[config.mk]
export PLATFORM = sky130hd
export DESIGN_NAME = keyboard_key_to_char_decoder
export DESIGN_NICKNAME = d
export VERILOG_FILES = /design/src/kbd_dec_pkg.sv /design/src/keyboard_key_to_char_decoder.sv
export SDC_FILE = /design/constraint.sdc
export NUM_CORES = 1
export LEC_CHECK = 0
export ABC_AREA = 1
export CORE_MARGIN = 8
export CORE_UTILIZATION = 65
export DETAILED_ROUTE_END_ITERATION = 12
export DONT_BUFFER_PORTS = 1
export PLACE_DENSITY = 0.81
export RECOVER_POWER = 25
export SLEW_MARGIN = 20
export SYNTH_ARGS = -nofsm -noshare
export SYNTH_HDL_FRONTEND = slang
export SYNTH_SLANG_ARGS = --single-unit
[constraint.sdc]
create_clock -name clk -period 5.1 [get_ports clk]
set_input_delay 1.02 -clock clk [delete_from_list [all_inputs] [get_ports clk]]
set_output_delay 1.02 -clock clk [all_outputs]
set_load 0.05 [all_outputs]
[src/kbd_dec_pkg.sv]
package kbd_dec_pkg;

	// Result kinds carried on the result channel.
	localparam logic [1:0] KIND_NONE   = 2'd0;
	localparam logic [1:0] KIND_CHAR   = 2'd1;
	localparam logic [1:0] KIND_TERM   = 2'd2;
	localparam logic [1:0] KIND_STATUS = 2'd3;

	// Modifier flag positions.
	localparam int MOD_CTRL  = 0;
	localparam int MOD_ALT   = 1;
	localparam int MOD_SHIFT = 2;
	localparam int MOD_SUPER = 3;

	// Key codes with a meaning of their own.
	localparam logic [6:0] KEY_STATUS  = 7'h40;
	localparam logic [6:0] KEY_CAPS    = 7'h1A;
	localparam logic [6:0] KEY_F1      = 7'h61;
	localparam logic [6:0] KEY_F12     = 7'h6C;
	localparam logic [6:0] KEY_CASE    = 7'h20;
	localparam logic [3:0] LAST_TERM   = 4'd11;

	localparam logic [6:0] DIGIT_SHIFTED [10] = '{
		7'h29, 7'h21, 7'h40, 7'h23, 7'h24, 7'h25, 7'h5E, 7'h26, 7'h2A, 7'h28
	};

	// Shifted form of a punctuation key.
	function automatic logic [6:0] shifted_punct(input logic [6:0] code);
		logic [6:0] r;
		unique case (code)
			7'h60: r = 7'h7E; // ` to ~
			7'h2C: r = 7'h3C; // , to <
			7'h2E: r = 7'h3E; // . to >
			7'h2F: r = 7'h3F; // / to ?
			7'h3B: r = 7'h3A; // ; to :
			7'h27: r = 7'h22; // ' to "
			7'h5B: r = 7'h7B; // [ to {
			7'h5D: r = 7'h7D; // ] to }
			7'h5C: r = 7'h7C; // \ to |
			7'h2D: r = 7'h5F; // - to _
			7'h3D: r = 7'h2B; // = to +
			default: r = 7'h00;
		endcase
		return r;
	endfunction

	// Character for a pressed key with no blocking modifier held; zero if none.
	function automatic logic [6:0] translate_key(input logic [6:0] code, input logic shift,
			input logic caps);
		logic [6:0] r;
		unique case (code) inside
			7'h20, [7'h08:7'h0D], 7'h1B, 7'h7F: r = code;
			[7'h41:7'h5A]: r = code | ((shift == caps) ? KEY_CASE : 7'h00);
			[7'h30:7'h39]: r = shift ? DIGIT_SHIFTED[code[3:0]] : code;
			7'h60, 7'h2C, 7'h2E, 7'h2F, 7'h3B, 7'h27, 7'h5B, 7'h5D, 7'h5C, 7'h2D, 7'h3D:
				r = shift ? shifted_punct(code) : code;
			default: r = 7'h00;
		endcase
		return r;
	endfunction

endpackage

[src/keyboard_key_to_char_decoder.sv]
// Channel   Direction  Handshake              Beat contents
// event     in         in_valid / in_ready    event_byte
// result    out        out_valid / out_ready  result_kind, char_code, terminal_index
//
// One beat in gives exactly one beat out, via the event and then the result register.
// A new event beat is taken every cycle unless the result stalls: the event
// register empties into the result register in the same cycle that it fills.
// The modifier, caps-lock and terminal state is updated as an event moves into
// the result register, so the next event always sees it.
// arst_n clears the state and both valid flags; payload registers are not reset.
// A stalled result holds its beat; the event register then fills and in_ready drops.
module keyboard_key_to_char_decoder
	import kbd_dec_pkg::*;
(
	input  logic       clk,
	input  logic       arst_n,
	input  logic       in_valid,
	output logic       in_ready,
	input  logic [7:0] event_byte,
	output logic       out_valid,
	input  logic       out_ready,
	output logic [1:0] result_kind,
	output logic [6:0] char_code,
	output logic [3:0] terminal_index
);

	// Event register stage.
	logic       valid_s1;
	logic [7:0] byte_s1;

	// Result register stage.
	logic       valid_s2;
	logic [1:0] kind_s2;
	logic [6:0] char_s2;

	// Decoder state.
	logic [3:0] mods_q;
	logic       caps_q;
	logic [3:0] term_q;

	logic       adv_s2;
	logic       adv_s1;

	// The result register can be loaded when it is empty or being emptied.
	assign adv_s2   = !valid_s2 || out_ready;
	assign adv_s1   = valid_s1 && adv_s2;
	assign in_ready = !valid_s1 || adv_s2;

	// Decode of the event held in the event register.
	logic [6:0] code;
	logic       pressed;
	logic       is_mod;
	logic [1:0] mod_idx;
	logic       is_fkey;
	logic [6:0] term_diff;
	logic [6:0] ch;
	logic [1:0] kind_d;
	logic [6:0] char_d;
	logic [3:0] mods_d;
	logic       caps_d;
	logic [3:0] term_d;

	assign code      = byte_s1[6:0];
	assign pressed   = !byte_s1[7];
	assign is_mod    = (code >= 7'h21 && code <= 7'h24) || (code >= 7'h71 && code <= 7'h74);
	// The low nibble of a modifier code counts from one; the flag index from zero.
	assign mod_idx   = code[1:0] - 2'd1;
	assign is_fkey   = code >= KEY_F1 && code <= KEY_F12;
	assign term_diff = code - KEY_F1;
	assign ch        = translate_key(code, mods_q[MOD_SHIFT], caps_q);

	always_comb begin
		kind_d = KIND_NONE;
		char_d = 7'h00;
		mods_d = mods_q;
		caps_d = caps_q;
		term_d = term_q;
		if (code == KEY_STATUS) begin
			// The status key ticks on press and on release alike.
			kind_d = KIND_STATUS;
		end else if (is_mod) begin
			// Left and right keys share a flag; press sets it, release clears it.
			mods_d[mod_idx] = pressed;
		end else if (code == KEY_CAPS && pressed) begin
			caps_d = !caps_q;
		end else if (pressed) begin
			if (mods_q[MOD_SUPER] && is_fkey) begin
				term_d = term_diff[3:0];
				kind_d = KIND_TERM;
			end else if (!mods_q[MOD_CTRL] && !mods_q[MOD_ALT] && !mods_q[MOD_SUPER]
					&& ch != 7'h00) begin
				// Ctrl, alt or super held swallows the character.
				kind_d = KIND_CHAR;
				char_d = ch;
			end
		end
	end

	always_ff @(posedge clk or negedge arst_n) begin
		if (!arst_n) begin
			valid_s1 <= 1'b0;
			valid_s2 <= 1'b0;
			mods_q   <= 4'h0;
			caps_q   <= 1'b0;
			term_q   <= 4'h0;
		end else begin
			if (in_ready) begin
				valid_s1 <= in_valid;
			end
			if (adv_s2) begin
				valid_s2 <= valid_s1;
			end
			if (adv_s1) begin
				mods_q <= mods_d;
				caps_q <= caps_d;
				term_q <= term_d;
			end
		end
	end

	always_ff @(posedge clk) begin
		if (in_ready && in_valid) begin
			byte_s1 <= event_byte;
		end
		if (adv_s1) begin
			kind_s2 <= kind_d;
			char_s2 <= char_d;
		end
	end

	assign out_valid      = valid_s2;
	assign result_kind    = kind_s2;
	assign char_code      = char_s2;
	// The terminal register is loaded together with the result register.
	assign terminal_index = term_q;

	// A character beat always carries a non-zero character, and no other kind does.
	a_char_nonzero: assert property (@(posedge clk) disable iff (!arst_n)
		out_valid && result_kind == KIND_CHAR |-> char_code != 7'h00)
		else $error("character beat without a character");

	a_char_only: assert property (@(posedge clk) disable iff (!arst_n)
		out_valid && result_kind != KIND_CHAR |-> char_code == 7'h00)
		else $error("character code on a non-character beat");

	a_term_range: assert property (@(posedge clk) disable iff (!arst_n)
		term_q <= LAST_TERM)
		else $error("terminal index out of range");

	// The active terminal moves only with a terminal-switch beat being presented.
	a_term_change: assert property (@(posedge clk) disable iff (!arst_n)
		term_q != $past(term_q) |-> valid_s2 && kind_s2 == KIND_TERM)
		else $error("terminal changed without a terminal switch");

endmodule
=== Yosys cells after proc, flatten, opt, wreduce, memory -nomap -nowiden ===
Memory sizes are Yosys's and may differ from the RTL's.
Index checks and enable logic that the tools add are counted.

* Register bits after elaboration: 28
* ROM bits: 112
* Input port bits: 12
* Output and inout port bits: 15
* Word-level logic and storage cells: 96
* Memories: 1

* Add/sub/neg operators: 2
* $lt $le $gt $ge: 15
* Equality and inequality tests: 17
* Multiplexer cells: 15
* Bitwise operators: 7
* Reductions and logical operators: 31

{| class="wikitable"
|+ Memory list
! memory !! words !! width !! read ports !! clocked after Yosys merged registers in !! write ports !! RTL line !! RTL
|-
| (name not given) || 16 || 7 || 1 || 0 || 0 || kbd_dec_pkg.sv:54 || <nowiki>[7'h30:7'h39]: r = shift ? DIGIT_SHIFTED[code[3:0]] : code;</nowiki>
|}

{| class="wikitable"
|+ Operators with widths
! kind !! number
|-
| $pmux W7 S11 || 1
|-
| $eq A7 B6 Y1 const B || 8
|-
| $eq A7 B7 Y1 const B || 6
|-
| $mux W7 || 4
|-
| $pmux W7 S4 || 1
|-
| $ge A7 B7 Y1 const B || 3
|-
| $le A7 B7 Y1 const B || 3
|-
| $eq A7 B5 Y1 const B || 2
|-
| $ge A7 B6 Y1 const B || 2
|-
| $le A7 B6 Y1 const B || 2
|-
| $logic_and A1 B1 Y1 || 14
|-
| $reduce_or A11 Y1 || 1
|-
| $mux W2 || 4
|-
| $ge A7 B4 Y1 const B || 1
|-
| $le A7 B4 Y1 const B || 1
|-
| $logic_not A1 Y1 || 7
|-
| $or A7 B6 Y7 || 1
|-
| $reduce_bool A7 Y1 || 1
|-
| $mux W6 || 1
|-
| $reduce_and A6 Y1 || 1
|-
| $reduce_or A6 Y1 || 1
|-
| $ge A5 B5 Y1 const B || 1
|-
| $not A1 Y1 || 5
|-
| $not A4 Y5 || 1
|-
| 12 further kinds || 15
|}

=== Logic depth before layout (Yosys ltp) ===
* Depth in word-level cells: 13
* Mapped depth: 17

=== Worst setup path before layout ===
No wires, ideal clock.

* Path type: input -> output
* Start: input out_ready
* End: output in_ready
* Arrival: 1480 ps
* Slack: 2600 ps
* Stages on the path: 2
* Path buffers: 0
* Cell sequence: inv_1 nand3_1

* Cells in the longest elaborated chain, start to end: 2

{| class="wikitable"
|+ RTL lines
! element !! RTL line !! RTL
|-
| start, declared || keyboard_key_to_char_decoder.sv:21 || <nowiki>input logic out_ready,</nowiki>
|-
| $logic_or A1 B1 Y1 || keyboard_key_to_char_decoder.sv:45 || <nowiki>assign adv_s2 = !valid_s2 || out_ready;</nowiki>
|-
| $logic_or A1 B1 Y1 || keyboard_key_to_char_decoder.sv:47 || <nowiki>assign in_ready = !valid_s1 || adv_s2;</nowiki>
|-
| end, declared || keyboard_key_to_char_decoder.sv:18 || <nowiki>output logic in_ready,</nowiki>
|}

No other way between the ends.

=== Worst setup path in the final report ===
* Start: register byte_s1[1]
* End: register kind_s2[0] (netlist: result_kind[0]) (data pin)

* Cells in the longest elaborated chain, start to end: 13
* Elaborated cells on any way between the ends: 55
* Classes of those cells: order compare (12); eq/ne (16); mux (11); bitwise (2); reduce/logical (13); memory (1)

{| class="wikitable"
|+ RTL lines
! element !! RTL line !! RTL
|-
| start, declared || keyboard_key_to_char_decoder.sv:29 || <nowiki>logic [7:0] byte_s1;</nowiki>
|-
| start signal, assigned || keyboard_key_to_char_decoder.sv:123 || <nowiki>byte_s1 <= event_byte;</nowiki>
|-
| $not A4 Y5 (not written as such) || kbd_dec_pkg.sv:54 ||
|-
| $mem_v2 Z16 W7 || - ||
|-
| $mux W7 (not written as such) (2 in a row) || kbd_dec_pkg.sv:54 ||
|-
| $mux W7 || kbd_dec_pkg.sv:54 ||
|-
| $pmux W7 S4 || kbd_dec_pkg.sv:51 || <nowiki>unique case (code) inside</nowiki>
|-
| $reduce_bool A7 Y1 || keyboard_key_to_char_decoder.sv:91 || <nowiki>&& ch != 7'h00) begin</nowiki>
|-
| $logic_and A1 B1 Y1 || keyboard_key_to_char_decoder.sv:91 ||
|-
| $mux W1 || keyboard_key_to_char_decoder.sv:90 || <nowiki>end else if (!mods_q[MOD_CTRL] && !mods_q[MOD_ALT] && !mods_q[MOD_SUPER]</nowiki>
|-
| $mux W2 || keyboard_key_to_char_decoder.sv:87 || <nowiki>if (mods_q[MOD_SUPER] && is_fkey) begin</nowiki>
|-
| $mux W2 || keyboard_key_to_char_decoder.sv:86 || <nowiki>end else if (pressed) begin</nowiki>
|-
| $mux W2 || keyboard_key_to_char_decoder.sv:84 || <nowiki>end else if (code == KEY_CAPS && pressed) begin</nowiki>
|-
| $mux W2 || keyboard_key_to_char_decoder.sv:81 || <nowiki>end else if (is_mod) begin</nowiki>
|-
| end signal, assigned || keyboard_key_to_char_decoder.sv:126 || <nowiki>kind_s2 <= kind_d;</nowiki>
|-
| end, declared || keyboard_key_to_char_decoder.sv:33 || <nowiki>logic [1:0] kind_s2;</nowiki>
|}

Several ways; a longest one is shown, not always the timed one. The select of a mux whose other input is x is not followed.
A chain may end at the register's enable or synchronous reset.

==> metrics.log <==
[metrics] top cell type by total area after synthesis: sky130_fd_sc_hd__edfxtp_1
[metrics] residual antenna-violating net count after detailed routing: 0
[metrics] ys flop type: sky130_fd_sc_hd__edfxtp_1
[metrics] number of violations reported at the end of detailed-routing iteration 0: 256
[metrics] antenna violations before repair: 0
[metrics] Num CTS Buffers: 3
[metrics] Final HPWL DP: 3.579 mm
[metrics] gpl congestion: 0.9909
[metrics] via density per instance: 5.891
[metrics] first-pass GRT wire length: 7.693 mm
[metrics] total of fill cells in the finished design: 261
[metrics] master cell of the clock root buffer: sky130_fd_sc_hd__clkbuf_4
[metrics] area of the mapped netlist: 1953 um2
[metrics] asr flop ratio synth: 39.29%
[metrics] leak pwr: 1.004 nW
[metrics] required time of the worst setup path: 5.20 ns
[metrics] number of flops mapped to enable cells by yosys: 17
[metrics] placed cells: 309
[metrics] kind of end point of the critical path: flip-flop
[metrics] fin crit share: 51.25%
[metrics] Slowest cell on crit path: sky130_fd_sc_hd__edfxtp_1
[metrics] number of iterations in the first detailed-routing pass: 5
[metrics] sequential cell area in the final layout: 785.8 um2
[metrics] worst setup path category: flip-flop to flip-flop
[metrics] area of the core: 2953 um2
[metrics] setup repair after global routing missed its margin: no
[metrics] list of cells traversed by the critical path: inv_1 > ha_1 > o21ai_0 > nand2_1 > a21oi_1 > nand2_1 > inv_2 > nor2_1 > nor2_1 > nand2_1 > nor2_1 > nand2_1 > nand2_2 > nand2_1
[metrics] count of nets after finishing: 299
[metrics] maximum number of pins on one net before global-route repair: 17
[metrics] synthesized instance count: 283
[metrics] Starting Density: 66.14%
[metrics] Syn Area/Cell: 6.901 um2
[metrics] residual overflow from global routing: 0
[metrics] vias after detailed routing: 1844
[metrics] Final setup violation count: 0
[metrics] area used by multi-input combinational logic: 1003 um2
[metrics] final core utilization: 67.08%
[metrics] run status: complete, no violations
[metrics] register clock-pin slew on the reported worst setup and hold paths: 0.14 ns
[metrics] total number of placement rows: 20
[metrics] number of pins with negative max-slew slack in the final report: 0
[metrics] share of cells above drive strength 1: 5.357%
[metrics] Overall Power: 0.6177 mW
[metrics] vias in the first global route: 1715
[metrics] area growth from synthesis to layout: 1.409%
[metrics] number of distinct standard cells referenced by the synthesized netlist: 26
[metrics] Die Area: 5015 um2
[metrics] buffers inserted by post-CTS timing repair: 0
[metrics] minimum clock period: 2.614 ns
[metrics] top cell type's share of synthesized area: 26.14%
[metrics] clk sinks: 28
[metrics] overall global routing resource usage: 18.55%
[metrics] maximum capacitance violations: 0
[metrics] cell types occupying the most area after synthesis: sky130_fd_sc_hd__edfxtp_1 26%, sky130_fd_sc_hd__nand2_1 16%, sky130_fd_sc_hd__dfrtp_1 14%
[metrics] largest stage delay on the critical path: 0.52 ns
[metrics] pwr/cell area: 311.9 nW/um2
[metrics] cell repeated most along the worst path: sky130_fd_sc_hd__nand2_1
[metrics] Highest Clock Rate: 382.6 MHz
[metrics] worst clock skew: 0.02170 ns
[metrics] Final Hold Violating Endpoints: 0
[metrics] number of antenna cells inserted: 0
[metrics] H-Tree Level Count: 1
[metrics] wire length per cell: 14.26 um
[metrics] flip-flop and latch count after synthesis: 28
[metrics] Chip Width: 70.82 um
[metrics] number of nets produced by synthesis: 301
[metrics] Ys Warns: 0
[metrics] Hold/Removal Path Class: input port to asynchronous set/reset pin
[metrics] hold-fix buffers at CTS: 0
[metrics] Tightest Pin Transition: 0.5905 ns
[metrics] die extent in y: 70.82 um
[metrics] arrival time at the worst endpoint: 2.71 ns
[metrics] register area share after synthesis: 40.23%
[metrics] non-filler instance count after layout: 313
[metrics] accumulated negative setup slack: 0 ns
[metrics] number of design rule violations left after detail routing: 0
[metrics] startpoint type of the worst setup path: flip-flop
[metrics] final wirelength: 4.462 mm
[metrics] maximum resistive drop on vdd: 0.2557 mV
[metrics] PortBufs: 0
[metrics] insertion delay to the later sink of the worst-skew pair: 0.32 ns
[metrics] number of gates resized after CTS: 0
[metrics] Bufs on Longest Clock Path: 2
[metrics] critical-path maximum fanout: 9
[metrics] ports placed on the boundary: 27
[metrics] normalized max-slew margin: 60.52%
[metrics] CTS tree: built
[power by group]
part | switching (mW) | internal (mW) | leakage, nW
sequential | 0.105 | 0.281 | 0.312
clock | 0.0568 | 0.0306 | 0.0150
combinational | 0.0970 | 0.0471 | 0.677
[critical path, delay by kind of cell (launching register included)]
family | cells | cell delay, ns
AOI/OAI and AO/OA | 2 | 0.41
buffers and inverters | 2 | 0.30
and+or+nand+nor | 9 | 0.84
adders and majority gates | 1 | 0.33
DFF | 1 | 0.52
[cell families (layout without fill, tap and decap cells)]
| group | Yosys count | in the layout | share of synthesized area (%) |
|---|---|---|---|
| flops | 28 | 28 | 40.23 |
| buf+inv | 40 | 37 | 8.392 |
| simple gates | 176 | 176 | 37.67 |
| fa+ha+maj | 6 | 6 | 3.844 |
| xor+xnor | 3 | 3 | 1.346 |
| compound gates | 30 | 30 | 8.521 |
[metrics by stage]
stage	worst slack (ns)	hold WS [ns]	instance area, um2
final	2.486	0.3629	1981
after global routing	2.166	0.3495	1981
after CTS	2.508	0.3614	1981
after detailed placement	2.519	0.4779	1954
after global placement	2.478	0.4795	1954
after floorplan	2.600	0.4537	1953
[flip-flops by register name, indices dropped and copies added (netlist names)]
register	flops
terminal_index	4
valid_s1	1
result_kind	2
byte_s1	8
caps_q	1
mods_q	4
char_code	7
out_valid	1
[layout make-up]
| cell class | instances | share of cell area [%] |
|---|---|---|
| Clock buffer | 4 | 1.327 |
| Inverter | 33 | 6.254 |
| Multi-Input combinational cell | 215 | 50.66 |
| Sequential cell | 28 | 39.67 |
| Tap cell | 33 | 2.085 |
[Yosys cell counts, types with 4 or more instances]
cell type,number
sky130_fd_sc_hd__nand2_1,82
sky130_fd_sc_hd__nor2_1,47
sky130_fd_sc_hd__ha_1,6
sky130_fd_sc_hd__dfrtp_1,11
sky130_fd_sc_hd__inv_1,27
sky130_fd_sc_hd__inv_2,6
sky130_fd_sc_hd__a21oi_1,4
sky130_fd_sc_hd__nor3_1,4
sky130_fd_sc_hd__nor2_2,4
sky130_fd_sc_hd__nand3_1,32
sky130_fd_sc_hd__edfxtp_1,17
sky130_fd_sc_hd__o21ai_0,19
[layout by cell type (no fill, tap or decap)]
cell type                   instances
sky130_fd_sc_hd__inv_2              6
sky130_fd_sc_hd__nor3_1             4
sky130_fd_sc_hd__ha_1               6
sky130_fd_sc_hd__a221oi_1           1
sky130_fd_sc_hd__o22ai_1            1
sky130_fd_sc_hd__o221ai_1           1
sky130_fd_sc_hd__nand4_1            3
sky130_fd_sc_hd__nand2_1           82
sky130_fd_sc_hd__o2111ai_1          1
sky130_fd_sc_hd__dfrtp_1           11
sky130_fd_sc_hd__o21ai_0           19
sky130_fd_sc_hd__nand2_2            2
sky130_fd_sc_hd__clkbuf_4           3
sky130_fd_sc_hd__nor2_2             4
sky130_fd_sc_hd__a311oi_1           1
sky130_fd_sc_hd__edfxtp_1          17
sky130_fd_sc_hd__nand3b_1           2
sky130_fd_sc_hd__clkbuf_1           1
sky130_fd_sc_hd__a21oi_1            4
sky130_fd_sc_hd__nor2_1            47
sky130_fd_sc_hd__o21ai_1            2
sky130_fd_sc_hd__inv_1             27
sky130_fd_sc_hd__xnor2_1            2
sky130_fd_sc_hd__nand3_1           32
sky130_fd_sc_hd__xor2_1             1
[layer usage]
| layer | share of wire, % | GRT usage (%) |
|---|---|---|
| met5 | 0 | 0 |
| met4 | 2.6 | 7.390 |
| met3 | 6.7 | 3.955 |
| met2 | 47 | 31.20 |
| met1 | 43 | 22.45 |
[worst paths after layout]
kind,end,depth (start not counted),slack [ns],from
setup / recovery,result_kind[0]$_SDFFCE_PN1P_,14,2.49,byte_s1[1]$_DFFE_PP_
hold / removal,terminal_index[1]$_DFFE_PN0P_,0,0.36,arst_n
setup reg to reg,result_kind[0]$_SDFFCE_PN1P_,14,2.49,byte_s1[1]$_DFFE_PP_
hold reg to reg,caps_q$_DFFE_PN0P_,1,0.50,caps_q$_DFFE_PN0P_
max in group asynchronous,out_valid$_DFFE_PN0P_,0,4.64,arst_n
min in group clk,caps_q$_DFFE_PN0P_,1,0.50,caps_q$_DFFE_PN0P_
Power figures use the tool's default switching activity.
